[src/rtl/arnorm_pkg.sv]
package arnorm_pkg;

    // code points that are dropped or folded
    localparam logic [15:0] CP_DIACRITIC_LO = 16'h064B;
    localparam logic [15:0] CP_DIACRITIC_HI = 16'h065F;
    localparam logic [15:0] CP_SUPERSCRIPT_ALEF = 16'h0670;
    localparam logic [15:0] CP_TATWEEL = 16'h0640;
    localparam logic [15:0] CP_ALEF = 16'h0627;
    localparam logic [15:0] CP_ALEF_MADDA = 16'h0622;
    localparam logic [15:0] CP_ALEF_HAMZA_ABOVE = 16'h0623;
    localparam logic [15:0] CP_ALEF_HAMZA_BELOW = 16'h0625;
    localparam logic [15:0] CP_ALEF_WASLA = 16'h0671;
    localparam logic [15:0] CP_TEH_MARBUTA = 16'h0629;
    localparam logic [15:0] CP_HEH = 16'h0647;
    localparam logic [15:0] CP_ALEF_MAKSURA = 16'h0649;
    localparam logic [15:0] CP_YEH = 16'h064A;

    typedef logic [7:0] byte_t;
    typedef logic [2:0] seq_len_t;
    typedef logic [1:0] pend_cnt_t;

    // sequence length announced by a lead byte, 0 for a byte that cannot lead
    function automatic seq_len_t lead_length(input byte_t b);
        seq_len_t len;
        len = 3'd0;
        if (b < 8'h80)
            len = 3'd1;
        else if (b >= 8'hC2 && b <= 8'hDF)
            len = 3'd2;
        else if (b >= 8'hE0 && b <= 8'hEF)
            len = 3'd3;
        else if (b >= 8'hF0 && b <= 8'hF4)
            len = 3'd4;
        return len;
    endfunction

    // second byte range depends on the lead byte (table 3-7)
    function automatic logic second_ok(input byte_t lead, input byte_t b);
        byte_t lo;
        byte_t hi;
        lo = 8'h80;
        hi = 8'hBF;
        if (lead == 8'hE0)
            lo = 8'hA0;
        else if (lead == 8'hED)
            hi = 8'h9F;
        else if (lead == 8'hF0)
            lo = 8'h90;
        else if (lead == 8'hF4)
            hi = 8'h8F;
        return (b >= lo) && (b <= hi);
    endfunction

    function automatic logic is_cont(input byte_t b);
        return b[7:6] == 2'b10;
    endfunction

endpackage

[src/rtl/arabic_utf8_token_normalizer_unit.sv]
// arabic_utf8_token_normalizer_unit
//
// takes the utf-8 bytes of a token on the s_ stream (s_tdata = byte, s_tlast marks the
// token's final byte) and sends the normalized bytes on the m_ stream, one byte per
// request. arabic diacritics, superscript alef and tatweel are removed, alef variants
// fold to alef, teh marbuta to heh and alef maksura to yeh; anything else, including
// broken or truncated sequences, leaves as its original bytes.
// m_tlast marks the final request of a token; m_tuser[1] then says whether the token
// kept any bytes. a token that leaves nothing (or whose final byte leaves nothing)
// still gets one closing request with m_tuser[0] (has_byte) low.
// an accepted input byte goes through the input register, then the result register.
// throughput: one input byte per cycle while every byte yields at most one output
// request and m_tready stays high; a byte that releases several bytes (a folded letter,
// a flushed broken sequence, up to 4 bytes) holds the input until they have all left,
// since the result register drains one byte per cycle while m_tready is high.
// a stalled m_tready freezes the result register; the input register still takes one
// more byte, then s_tready drops until the result register frees up.
// reset clears the held sequence and both pipeline registers; nothing is in flight.
module arabic_utf8_token_normalizer_unit
(
    input  logic                   clk,
    input  logic                   rst_n,
    input  logic                   s_tvalid,
    output logic                   s_tready,
    input  arnorm_pkg::byte_t      s_tdata,   // [7:0] in_byte
    input  logic                   s_tlast,   // in_last
    output logic                   m_tvalid,
    input  logic                   m_tready,
    output arnorm_pkg::byte_t      m_tdata,   // [7:0] out_byte
    output logic                   m_tlast,   // out_last
    output logic [1:0]             m_tuser    // [0] has_byte, [1] keep_token
);
    import arnorm_pkg::*;

    // input register
    logic      a_valid_reg, a_valid_next;
    byte_t     a_byte_reg;
    logic      a_last_reg;

    // decoder state
    byte_t     pend_reg [3];
    byte_t     pend_next [3];
    pend_cnt_t pc_reg, pc_next;
    seq_len_t  el_reg, el_next;
    logic      emitted_reg, emitted_next;

    // result register: the bytes one input byte releases
    logic      b_valid_reg, b_valid_next;
    byte_t     b_bytes_reg [4];
    logic [1:0] b_pos_reg, b_pos_next;
    logic [1:0] b_last_idx_reg;
    logic      b_has_reg;
    logic      b_last_reg;
    logic      b_keep_reg;

    // decode of the byte in the input register
    seq_len_t  lead_len;
    logic      take;
    logic      fin;
    logic [15:0] cp;
    logic      two_byte;
    logic      drop_cp;
    logic      map_cp;
    logic [15:0] mapped_cp;
    logic      special;
    logic      emit_old;
    logic      emit_b;
    byte_t     emit_bytes [4];
    logic [2:0] emit_n;

    logic      s_accept;
    logic      at_end;
    logic      b_done;
    logic      b_free;
    logic      a_move;
    logic      b_load;

    assign s_accept = s_tvalid && s_tready;
    assign at_end   = b_pos_reg == b_last_idx_reg;
    assign b_done   = b_valid_reg && m_tready && at_end;
    assign b_free   = !b_valid_reg || b_done;
    assign a_move   = a_valid_reg && b_free;
    assign s_tready = !a_valid_reg || b_free;
    // a non-final byte that releases nothing leaves no request
    assign b_load   = a_move && ((emit_n != 3'd0) || a_last_reg);

    always_comb
    begin
        lead_len = lead_length(a_byte_reg);
        take = (pc_reg != 2'd0) &&
               ((pc_reg == 2'd1) ? second_ok(pend_reg[0], a_byte_reg) : is_cont(a_byte_reg));
        fin = take && (({1'b0, pc_reg} + 3'd1) >= el_reg);
        // only two-byte sequences can land in the arabic block
        cp = {5'd0, pend_reg[0][4:0], a_byte_reg[5:0]};
        two_byte = fin && (pc_reg == 2'd1);
        drop_cp = two_byte && (((cp >= CP_DIACRITIC_LO) && (cp <= CP_DIACRITIC_HI)) ||
                               (cp == CP_SUPERSCRIPT_ALEF) || (cp == CP_TATWEEL));
        map_cp = 1'b0;
        mapped_cp = CP_ALEF;
        if (two_byte)
        begin
            if ((cp == CP_ALEF_MADDA) || (cp == CP_ALEF_HAMZA_ABOVE) ||
                (cp == CP_ALEF_HAMZA_BELOW) || (cp == CP_ALEF_WASLA))
            begin
                map_cp = 1'b1;
                mapped_cp = CP_ALEF;
            end
            else if (cp == CP_TEH_MARBUTA)
            begin
                map_cp = 1'b1;
                mapped_cp = CP_HEH;
            end
            else if (cp == CP_ALEF_MAKSURA)
            begin
                map_cp = 1'b1;
                mapped_cp = CP_YEH;
            end
        end
        special = drop_cp || map_cp;
        // held bytes leave raw on a break, a plain finish or the token end
        emit_old = (pc_reg != 2'd0) && !special && (!take || fin || a_last_reg);
        emit_b = !special && (take ? (fin || a_last_reg)
                                   : ((lead_len <= 3'd1) || a_last_reg));

        for (int i = 0; i < 4; i++)
            emit_bytes[i] = 8'h00;
        emit_n = 3'd0;
        if (map_cp)
        begin
            emit_bytes[0] = {3'b110, mapped_cp[10:6]};
            emit_bytes[1] = {2'b10, mapped_cp[5:0]};
            emit_n = 3'd2;
        end
        else
        begin
            for (int i = 0; i < 3; i++)
            begin
                if (emit_old && (2'(i) < pc_reg))
                begin
                    emit_bytes[emit_n[1:0]] = pend_reg[i];
                    emit_n = emit_n + 3'd1;
                end
            end
            if (emit_b)
            begin
                emit_bytes[emit_n[1:0]] = a_byte_reg;
                emit_n = emit_n + 3'd1;
            end
        end
    end

    // decoder state update
    always_comb
    begin
        for (int i = 0; i < 3; i++)
            pend_next[i] = pend_reg[i];
        pc_next = pc_reg;
        el_next = el_reg;
        emitted_next = emitted_reg;
        if (a_move)
        begin
            pc_next = 2'd0;
            el_next = 3'd0;
            if (take && !fin && !a_last_reg)
            begin
                pend_next[pc_reg] = a_byte_reg;
                pc_next = pc_reg + 2'd1;
                el_next = el_reg;
            end
            else if (!take && (lead_len >= 3'd2) && !a_last_reg)
            begin
                pend_next[0] = a_byte_reg;
                pc_next = 2'd1;
                el_next = lead_len;
            end
            if (a_last_reg)
                emitted_next = 1'b0;
            else if (emit_n != 3'd0)
                emitted_next = 1'b1;
        end
    end

    // pipeline control
    always_comb
    begin
        a_valid_next = a_valid_reg;
        if (s_accept)
            a_valid_next = 1'b1;
        else if (a_move)
            a_valid_next = 1'b0;

        b_valid_next = b_valid_reg;
        b_pos_next = b_pos_reg;
        if (b_load)
        begin
            b_valid_next = 1'b1;
            b_pos_next = 2'd0;
        end
        else if (b_done)
        begin
            b_valid_next = 1'b0;
            b_pos_next = 2'd0;
        end
        else if (b_valid_reg && m_tready)
            b_pos_next = b_pos_reg + 2'd1;
    end

    always_ff @(posedge clk or negedge rst_n)
    begin
        if (!rst_n)
        begin
            a_valid_reg <= 1'b0;
            b_valid_reg <= 1'b0;
            b_pos_reg <= 2'd0;
            pc_reg <= 2'd0;
            el_reg <= 3'd0;
            emitted_reg <= 1'b0;
        end
        else
        begin
            a_valid_reg <= a_valid_next;
            b_valid_reg <= b_valid_next;
            b_pos_reg <= b_pos_next;
            pc_reg <= pc_next;
            el_reg <= el_next;
            emitted_reg <= emitted_next;
        end
    end

    // payload registers
    always_ff @(posedge clk)
    begin
        if (s_accept)
        begin
            a_byte_reg <= s_tdata;
            a_last_reg <= s_tlast;
        end
        for (int i = 0; i < 3; i++)
            pend_reg[i] <= pend_next[i];
        if (b_load)
        begin
            for (int i = 0; i < 4; i++)
                b_bytes_reg[i] <= emit_bytes[i];
            b_last_idx_reg <= (emit_n == 3'd0) ? 2'd0 : 2'(emit_n - 3'd1);
            b_has_reg <= emit_n != 3'd0;
            b_last_reg <= a_last_reg;
            b_keep_reg <= (emit_n != 3'd0) || emitted_reg;
        end
    end

    assign m_tvalid = b_valid_reg;
    assign m_tdata  = b_bytes_reg[b_pos_reg];
    assign m_tlast  = b_last_reg && at_end;
    assign m_tuser  = {b_last_reg && at_end && b_keep_reg, b_has_reg};

    // read position never runs past the bytes loaded
    a_pos_in_range: assert property (@(posedge clk) disable iff (!rst_n)
        b_valid_reg |-> (b_pos_reg <= b_last_idx_reg))
        else $error("result read position past loaded bytes");

    // a byteless request only closes a token
    a_marker_is_final: assert property (@(posedge clk) disable iff (!rst_n)
        (b_valid_reg && !b_has_reg) |-> (b_last_reg && (b_last_idx_reg == 2'd0)))
        else $error("byteless request that does not close a token");

    // a held prefix is always shorter than its announced length
    a_pending_short: assert property (@(posedge clk) disable iff (!rst_n)
        (pc_reg != 2'd0) |-> (el_reg > {1'b0, pc_reg}))
        else $error("held prefix reaches announced length");

    // input only backs up when both registers are full and the output cannot drain
    a_ready_cause: assert property (@(posedge clk) disable iff (!rst_n)
        !s_tready |-> (a_valid_reg && b_valid_reg && !b_done))
        else $error("input stalled without a full pipeline");

    // the decoder state never moves while the input register waits
    a_state_hold: assert property (@(posedge clk) disable iff (!rst_n)
        (a_valid_reg && !b_free) |=> ($stable(pc_reg) && $stable(el_reg)))
        else $error("decoder state changed while stalled");

endmodule

[config.mk]
export PLATFORM = sky130hd
export DESIGN_NAME = arabic_utf8_token_normalizer_unit
export DESIGN_NICKNAME = d
export VERILOG_FILES = /design/src/rtl/arnorm_pkg.sv /design/src/rtl/arabic_utf8_token_normalizer_unit.sv
export SDC_FILE = /design/constraint.sdc
export NUM_CORES = 1
export LEC_CHECK = 0
export BUFFER_PORTS_ARGS = -buffer_cell sky130_fd_sc_hd__buf_4
export CORE_MARGIN = 2
export CORE_UTILIZATION = 39
export CTS_BUF_LIST = sky130_fd_sc_hd__clkbuf_2
export DETAILED_ROUTE_END_ITERATION = 8
export PLACE_DENSITY = 0.65
export RECOVER_POWER = 25
export SYNTH_ARGS = -nofsm -noshare
export SYNTH_HDL_FRONTEND = slang
export SYNTH_SLANG_ARGS = --single-unit
[constraint.sdc]
create_clock -name clk -period 14.3 [get_ports clk]
set_input_delay 2.145 -clock clk [delete_from_list [all_inputs] [get_ports clk]]
set_output_delay 2.145 -clock clk [all_outputs]
set_load 0.02 [all_outputs]
* After elaboration in Yosys (flattened, before gate mapping)
Memory sizes are Yosys's and may differ from the RTL's.
Index checks and enable logic that the tools add are counted.
** Operators by class
- $add $sub $neg :: 7
- Magnitude comparators :: 25
- Equal/unequal tests :: 15
- Multiplexer cells :: 68
- Bitwise gates (word level) :: 5
- Reductions and logical operators :: 59
** Operators by type and width (count)
- two-way mux 32 bit :: 5
- bitwise mux 32 bit :: 3
- == test 11 bit (second input constant) :: 8
- demux 8 bit (select 2 bit) :: 4
- two-way mux 8 bit :: 8
- two-way mux 16 bit :: 3
- two-way mux 3 bit :: 12
- == test 8 bit (second input constant) :: 4
- logical AND 1 bit :: 30
- two-way mux 6 bit :: 5
- two-way mux 7 bit :: 4
- bitwise mux 24 bit :: 1
- >= comparator 8 bit (second input constant) :: 3
- <= comparator 8 bit (second input constant) :: 3
- two-way mux 24 bit :: 1
- two-way mux 1 bit :: 16
- logical OR 1 bit :: 14
- >= comparator 3 bit (second input constant) :: 4
- < comparator 3 x 1 -> 1 bit (second input constant) :: 4
- inverter 2 -> 3 bit :: 4
- >= comparator 11 bit (second input constant) :: 1
- <= comparator 11 bit (second input constant) :: 1
- two-way mux 5 bit :: 2
- adder 3 x 1 -> 3 bit (second input constant) :: 3
- 21 further kinds :: 36
** Word-level totals
- Register bits :: 24
- Memory bits (writable) :: 56
- Input port bits :: 13
- Output and inout bits :: 13
- Logic and storage cells :: 193
- Memories :: 2
** Memory list
- b_bytes_reg :: depth 4, bits a word 8, rd ports 1, clocked after memory_dff 0, wr ports 4, line arabic_utf8_token_normalizer_unit.sv:49 : byte_t b_bytes_reg [4];
- pend_reg :: depth 3, bits a word 8, rd ports 3, clocked after memory_dff 0, wr ports 3, line arabic_utf8_token_normalizer_unit.sv:41 : byte_t pend_reg [3];

* Longest topological paths before layout
Gate-level depths: netlist of run 1.
An unclocked memory read counts as a cell.
- Depth in word-level cells :: 34
- Gate-level depth with buffers :: 25
- Depth with buffers taken out :: 23

* Least setup slack after synthesis of run 1
Ideal clock, no wire load.
- Kind :: register to register
- Start point :: register pc_reg[1]
- End point :: memory b_bytes_reg[0][0] (netlist name) (enable)
- Library setup time :: 0.398 ns
- Data arrival time :: 5.204 ns
- Required time :: 13.902 ns
- Path slack :: 8.698 ns
- Cell stages (with the launch flop) :: 24
- Path buffers :: 2
- Clock period less this slack :: 5.602 ns
- Cells stage by stage :: dfrtp_1 clkbuf_1 inv_1 ha_1 ha_1 nand2_1 o21ai_0 a21o_1 and2_1 a21oi_4 nand2_1 inv_1 ha_1 clkbuf_1 inv_1 nor3_1 a221o_1 nor2_1 ha_1 nand2_1 a21oi_1 ha_1 o211ai_2 and2_1
** RTL lines
- start, declared :: line arabic_utf8_token_normalizer_unit.sv:43 : pend_cnt_t pc_reg, pc_next;
- start signal, assigned :: line arabic_utf8_token_normalizer_unit.sv:224 : pc_reg <= pc_next;
- end, declared :: line arabic_utf8_token_normalizer_unit.sv:49

==> out/metrics.cfg, run 1 <==
[floorplanning]
start_util_pct=39.9
die_y_um=112
fp.dieArea_um2=12600
row_count=39
ioPinCount=26
fp.dieW_um=112
fp.coreArea_um2=11400

[yosys]
synthCells=403
yosys.cell_types.count=62
synth_seq_cells=80
yosysWarnings=0
yosysTopAreaCell=edfxtp_1
avgSynthCellArea_um2=11.3
yosys-top-cells-count=edfxtp_1 (70), nand2_1 (37), nor2_1 (34)
synth-main-ff-cell=edfxtp_1
synth_area_leaders=edfxtp_1 (46%), dfrtp_1 (5.5%), ha_1 (4.4%), mux4_2 (4.0%), nand2_1 (3.1%)
async_reset_ff_share_pct=12.5
seq_area_frac_synth_pct=51.7
syn_nets=432
synth_edf_count=70
synth.most_common_cell=edfxtp_1
netlist.area_leader.share_pct=46.2
netlist_area_um2=4550

[global_route]
grt_pass1_vias=3218
grt_pass1_wl_um=17200
antenna_found_initial=0
grt_max_degree=35
grtUsageTotal_pct=17.4
grt_overflow=0

[cells_and_area]
n_antenna_cell=0
largest_reg_flops=32
drive_gt1_share_pct=17.0
layout.nets=448
fillers=1087
area_growth_pct=8.49

[detailed_routing]
via_per_inst=5.74
route.detailed.drc=0
vias=3253
first_pass_iters=5
drt-initial-drc-count=273
ant_nets=0
postRouteWirelength_um=10500
wl_per_cell_um=18.4

[pwr]
p_leak_nw=1.80
vdd_ir_drop_max_mv=0.0983
p_per_area_nw_per_um2=231

[timing]
finalCriticalPeriod_ps=5800
clock_skew_ps=30.1
max_clock_freq_ghz=0.172
max_slew.worst_pin.slew_ps=868
fin_setup_tns_ps=0
finalWorstSetupSlack_ps=8500
final.period_utilization_pct=40.6
hold_viol_final=0
final-setup-viol-count=0
relSlewSlack_pct=41.7
rsz0062_at_grt=no
final_max_slew_viol_count=0

[clock_network]
cts-root-buf=clkbuf_2
cts_buffer_depth=2
cts.sinks=80
clkLatencyLatePin_ps=560
cts_inserted_buffers=9
postCtsSetupRepairBufs=0
cts_resized=0
clk_pin_slew_ps=220
htreeDepth=3
hold_buffers=0
tritoncts=yes

[job]
cap_violations=0

[worst_hold_path]
hp-class=reg -> reg
hold_depth=1

[setup_path]
critPathMaxStageDelay_ps=850
cp-start-kind=flip-flop
arrival_ps=6030
worstSetupEndpointType=flip-flop
cpMaxStageDelayCell=dfrtp_1
crit_type=reg -> reg
cp_max_fo=34
crit_chain=inv_1, ha_1, ha_1, nand2_1, o21ai_0, a21o_1, and2_1, a21oi_4, nand2_1, inv_1, ha_1, inv_1, nor3_1, a221o_1, nor2_1, ha_1, nand2_1, a21oi_1, ha_1, o211ai_2, and2_1, buf_4
required_ps=14530
reg2regPathDepth=22
cpMostUsedCell=ha_1

[place]
port_buffers=25
place_congestion=0.910
dpl.hpwl_um=7750
dp_slack_ps=8590

[status]
status=finished, final reports clean

kinds of logic after synthesis:
family,count (synthesis),share of synthesized area (%)
flip-flops,80,51.7
AO/OA/AOI/OAI,103,16.1
multiplexers,18,6.27
adder cells (fa/ha/maj),16,4.40
XOR/XNOR,3,0.577
buffers and inverters,33,3.57
AND/OR/NAND/NOR,150,17.4
final timing paths:
kind	slack, ps	start	end
max	8500	pc_reg[1]	b_bytes_reg[0][7]
min	510	el_reg[0]	el_reg[0]
max reg2reg	8500	pc_reg[1]	b_bytes_reg[0][7]
min reg2reg	510	el_reg[0]	el_reg[0]
max in group asynchronous	12380	rst_n	pc_reg[1]
min in group asynchronous	1520	rst_n	b_pos_reg[0]
report_power, final:
group	total [mW]	switching [mW]	internal [mW]
Clock	0.127	0.0844	0.0426
Sequential	0.441	0.0704	0.371
Combinational	0.572	0.341	0.231
Total	1.14	0.496	0.645
worst max-delay path: cells and delay by family, from the launching register on:
kind	cells	cell delay (ps)
compound gates	6	1130
flops	1	850
simple gates	7	1020
buf+inv	4	780
fa+ha+maj	5	1660
final cells by class:
cell class                      instances  area (um2)  area share [%]
Clock buffer                            9        45.0           0.912
Inverter                               10        40.0           0.811
Timing Repair Buffer                   28         206            4.18
Clock inverter                          7        78.8            1.60
Tap cell                              143         179            3.62
Multi-Input combinational cell        290        2040            41.3
Sequential cell                        80        2350            47.6
cell usage in the layout (no fill, tap or decap), drive strengths merged, types with 3 or more instances in the layout:
| cell type | synthesis | layout |
|---|---|---|
| o211a | 3 | 3 |
| nand4 | 3 | 3 |
| buf | 11 | 17 |
| or2 | 4 | 4 |
| mux2i | 6 | 6 |
| nor2b | 3 | 3 |
| inv | 10 | 13 |
| o21a | 4 | 4 |
| a21o | 5 | 5 |
| nand2 | 37 | 37 |
| ha | 16 | 16 |
| nor2 | 34 | 34 |
| nor4 | 4 | 4 |
| mux2 | 4 | 4 |
| nor3b | 10 | 10 |
| a21oi | 29 | 29 |
| o211ai | 4 | 4 |
| mux4 | 8 | 8 |
| and2 | 12 | 12 |
| edfxtp | 70 | 70 |
| a31oi | 6 | 6 |
| or3 | 3 | 3 |
| nor3 | 13 | 13 |
| a211o | 4 | 4 |
| a211oi | 3 | 3 |
| nand2b | 4 | 4 |
| a21boi | 3 | 3 |
| dfrtp | 10 | 10 |
| clkbuf | 12 | 20 |
| o21ai | 19 | 19 |
| nand3 | 7 | 7 |
| nand4b | 3 | 3 |
| o2bb2ai | 7 | 7 |
| a22oi | 9 | 9 |
| and3 | 7 | 7 |
layer usage:
metal  vias to the layer above  track usage, %  share of wire, %
met3                        14            4.16               6.8
met4                         0            5.28               1.7
met5                         -               0                 0
met1                      1549            24.1                45
met2                       128            27.7                47
li1                       1562               -                 -
stage by stage:
step	std cells	hold WS, ps	utilization [%]	instance area (um2)	power, mW
floorplan	403	443	-	4550	0.857
global placement	551	471	42.2	4820	1.01
detailed placement	551	472	42.2	4820	1.02
CTS	567	518	43.3	4940	1.14
global route	567	532	43.3	4940	1.23
finish	567	514	43.3	4940	1.14
Note: power is estimated with default switching activity, not from simulation.
==> inputs of run 2 (changes only) <==
ABC_AREA = 1   (was unset)
PLACE_DENSITY = 0.67   (was 0.65)
clock period = 5.3 ns   (was 14.3 ns; I/O delays follow)
==> out/metrics.cfg, run 2 <==
[pwr]
intPower_mw=1.29  ; +100%
power_frac_seq_pct=46.8  ; +8.1 points
swShare_pct=39.4  ; -4.0 points
power.switching_mw=0.838  ; +69%
p_per_area_nw_per_um2=431  ; +87%
clockPowerShare_pct=15.4  ; +4.3 points
vdd_ir_drop_max_mv=0.230  ; +130%
comb_power_share_pct=37.8  ; -12 points
p_leak_nw=2.07  ; +15%

[cells_and_area]
area_growth_pct=9.94
largest_reg_flops=32  ; unchanged
n_antenna_cell=0  ; unchanged
multiInputGateArea_um2=1810  ; -11%
finalNonFillerCells=651  ; +15%
regArea_um2=2350  ; unchanged
fillers=1097  ; +0.92%
layout_common_cells=nand2_1 (97), edfxtp_1 (70), inv_1 (58), nor2_1 (45), o21ai_0 (30)
layout.nets=532  ; +19%
drive_gt1_share_pct=16.5  ; -0.45 points
post-route-util_pct=43.5  ; +0.26 points
layout_commonest_cell=nand2_1

[status]
status=finished, final reports clean

[timing]
relSlewSlack_pct=41.8  ; +0.14 points
holdWs_ps=195  ; -319 ps
max_slew.worst_pin.slew_ps=869  ; +1.30 ps
clock_skew_ps=33.1  ; +3.04 ps
finalWorstSetupSlack_ps=450  ; -8050 ps
fin_setup_tns_ps=0  ; unchanged
final-setup-viol-count=0  ; unchanged
max_clock_freq_ghz=0.206  ; +20%
rsz0062_at_grt=no
finalCriticalPeriod_ps=4850  ; -952 ps
final.period_utilization_pct=91.5  ; +51 points
hold_viol_final=0  ; unchanged
final_max_slew_viol_count=0  ; unchanged

[clock_network]
cts_inserted_buffers=9  ; unchanged
cts-root-buf=clkbuf_2
cts_buffer_depth=2  ; unchanged
clk_pin_slew_ps=220  ; about the same
postCtsSetupRepairBufs=0  ; unchanged
hold_buffers=0  ; unchanged
tritoncts=yes
clkLatencyLatePin_ps=530  ; -30 ps
cts.sinks=80  ; unchanged
htreeDepth=3  ; unchanged

[place]
dpl.hpwl_um=7770  ; +0.21%
dp_slack_ps=436  ; -8150 ps
dp_cells=635  ; +15%
place_congestion=0.918  ; +0.90%
port_buffers=25  ; unchanged

[yosys]
syn_nets=503  ; +16%
avgSynthCellArea_um2=9.46  ; -16%
synth-main-ff-cell=edfxtp_1
synth_edf_count=70  ; unchanged
netlist.area_leader.share_pct=46.9  ; +0.73 points
netlist_area_um2=4480  ; -1.6%
yosys.cell_types.count=46  ; -26%
synth_seq_cells=80  ; unchanged
yosys-top-cells-count=nand2_1 (97), edfxtp_1 (70), inv_1 (58)
synth_area_leaders=edfxtp_1 (47%), nand2_1 (8.1%), dfrtp_1 (5.6%), inv_1 (4.9%), ha_1 (4.5%)
yosysWarnings=0  ; unchanged
yosysTopAreaCell=edfxtp_1
synthCells=474  ; +18%
synth.most_common_cell=nand2_1
async_reset_ff_share_pct=12.5  ; unchanged
seq_area_frac_synth_pct=52.5  ; +0.82 points

[setup_path]
reg2reg_slack_ps=450  ; -8050 ps
critPathBufInv=9  ; +5
arrival_ps=5070  ; -960 ps
cpMaxStageDelayCell=edfxtp_1
cpMostUsedCell=nand2_1
required_ps=5530  ; -9000 ps
worstSetupEndpointType=flip-flop
cp_top_family=simple AND/OR/NAND/NOR gates
cp_max_fo=37  ; +8.8%
critPathMaxStageDelay_ps=470  ; -380 ps
cp-start-kind=flip-flop
crit_type=reg -> reg

[detailed_routing]
ant_nets=0  ; unchanged
route.detailed.drc=0  ; unchanged
via_per_inst=5.30  ; -7.7%
drt-initial-drc-count=266  ; -2.6%
vias=3448  ; +6.0%
first_pass_iters=5  ; unchanged
wl_per_cell_um=15.9  ; -14%
postRouteWirelength_um=10400  ; -0.85%

[floorplanning]
fp.dieArea_um2=12400  ; -1.5%
fp.coreArea_um2=11300  ; -0.85%
row_count=39  ; unchanged
start_util_pct=39.6  ; -0.29 points
ioPinCount=26  ; unchanged
fp.dieW_um=111  ; -0.76%
die_y_um=111  ; -0.76%

[global_route]
grt_pass1_wl_um=17300  ; +0.44%
grtUsageTotal_pct=17.5  ; +0.077 points
grt_pass1_vias=3390  ; +5.3%
antenna_found_initial=0  ; unchanged
grt_overflow=0  ; unchanged
grt_max_degree=38  ; +8.6%

[job]
cap_violations=0  ; unchanged

[worst_hold_path]
hp-class=in -> async

[run 2: changes by cell type after synthesis, sizes merged, moves of 8 or more]
cell	change
nor2	+17
nand2	+71
inv	+58
and2	-11
nor3b	-9
o21ai	+20
o22ai	+23
o211ai	+8
mux4	-8
nand3	+17
a21oi	-23
nor3	-9
[run 2: worst reg2reg max path, delay by kind of cell (launching register included)]
kind	cells	cell delay, ps
AO/OA/AOI/OAI	2	200
adder cells (fa/ha/maj)	4	1070
buffers and inverters	9	1130
flip-flops	1	470
AND/OR/NAND/NOR	16	1660
[run 2: cell type report]
class | instances | area share, %
Sequential cell | 80 | 47.7
Multi-Input combinational cell | 313 | 36.7
Inverter | 70 | 5.41
Timing Repair Buffer | 29 | 4.29
Tap cell | 143 | 3.63
Clock inverter | 5 | 1.14
Clock buffer | 11 | 1.12
[run 2: metal layers]
layer	vias up	GRT usage, %	wire length [um]
li1	1693	-	-
met1	1616	24.2	4810
met2	117	26.6	4690
met3	22	4.65	619
met4	0	6.42	256
met5	-	0	0
[run 2: power by group through the flow]
stage,sequential (mW),combinational (mW),clock [mW]
3_3_place_gp,1.01,0.800,0
2_1_floorplan,0.970,0.569,0
5_1_grt,1.02,0.895,0.360
3_5_place_dp,1.01,0.813,0
4_1_cts,0.996,0.816,0.333
6_report,0.994,0.804,0.328
[run 2: path summary, 6_finish.rpt]
| kind | from | end | cells after the start |
|---|---|---|---|
| max | pend_reg[0][0] | b_bytes_reg[1][2] | 31 |
| min | rst_n | el_reg[1] | 1 |
| max reg2reg | pend_reg[0][0] | b_bytes_reg[1][2] | 31 |
| min reg2reg | el_reg[0] | el_reg[0] | 2 |
| max in group asynchronous | rst_n | m_tvalid | 1 |
| min in group clk | s_tdata[3] | a_byte_reg[3] | 1 |
[run 2: timing repair]
item                                   CTS  global route
resized for setup                        0             1
setup endpoints to repair                0            37
endpoints found under the hold margin    0             0
[run 2: kinds of logic after synthesis]
logic type / Yosys count / share of synthesized area (%)
adders and majority gates: 16 / 4.47
DFF: 80 / 52.5
and+or+nand+nor: 198 / 21.4
xor gates and xnor gates: 3 / 0.586
AOI/OAI and AO/OA: 96 / 13.7
buffers and inverters: 81 / 7.34
[run 2: per-stage QoR]
step / total power, mW / cell area (um2)
final: 2.13 / 4930
after global routing: 2.27 / 4930
after CTS: 2.14 / 4940
after detailed placement: 1.82 / 4830
after global placement: 1.81 / 4830
after floorplan: 1.54 / 4480
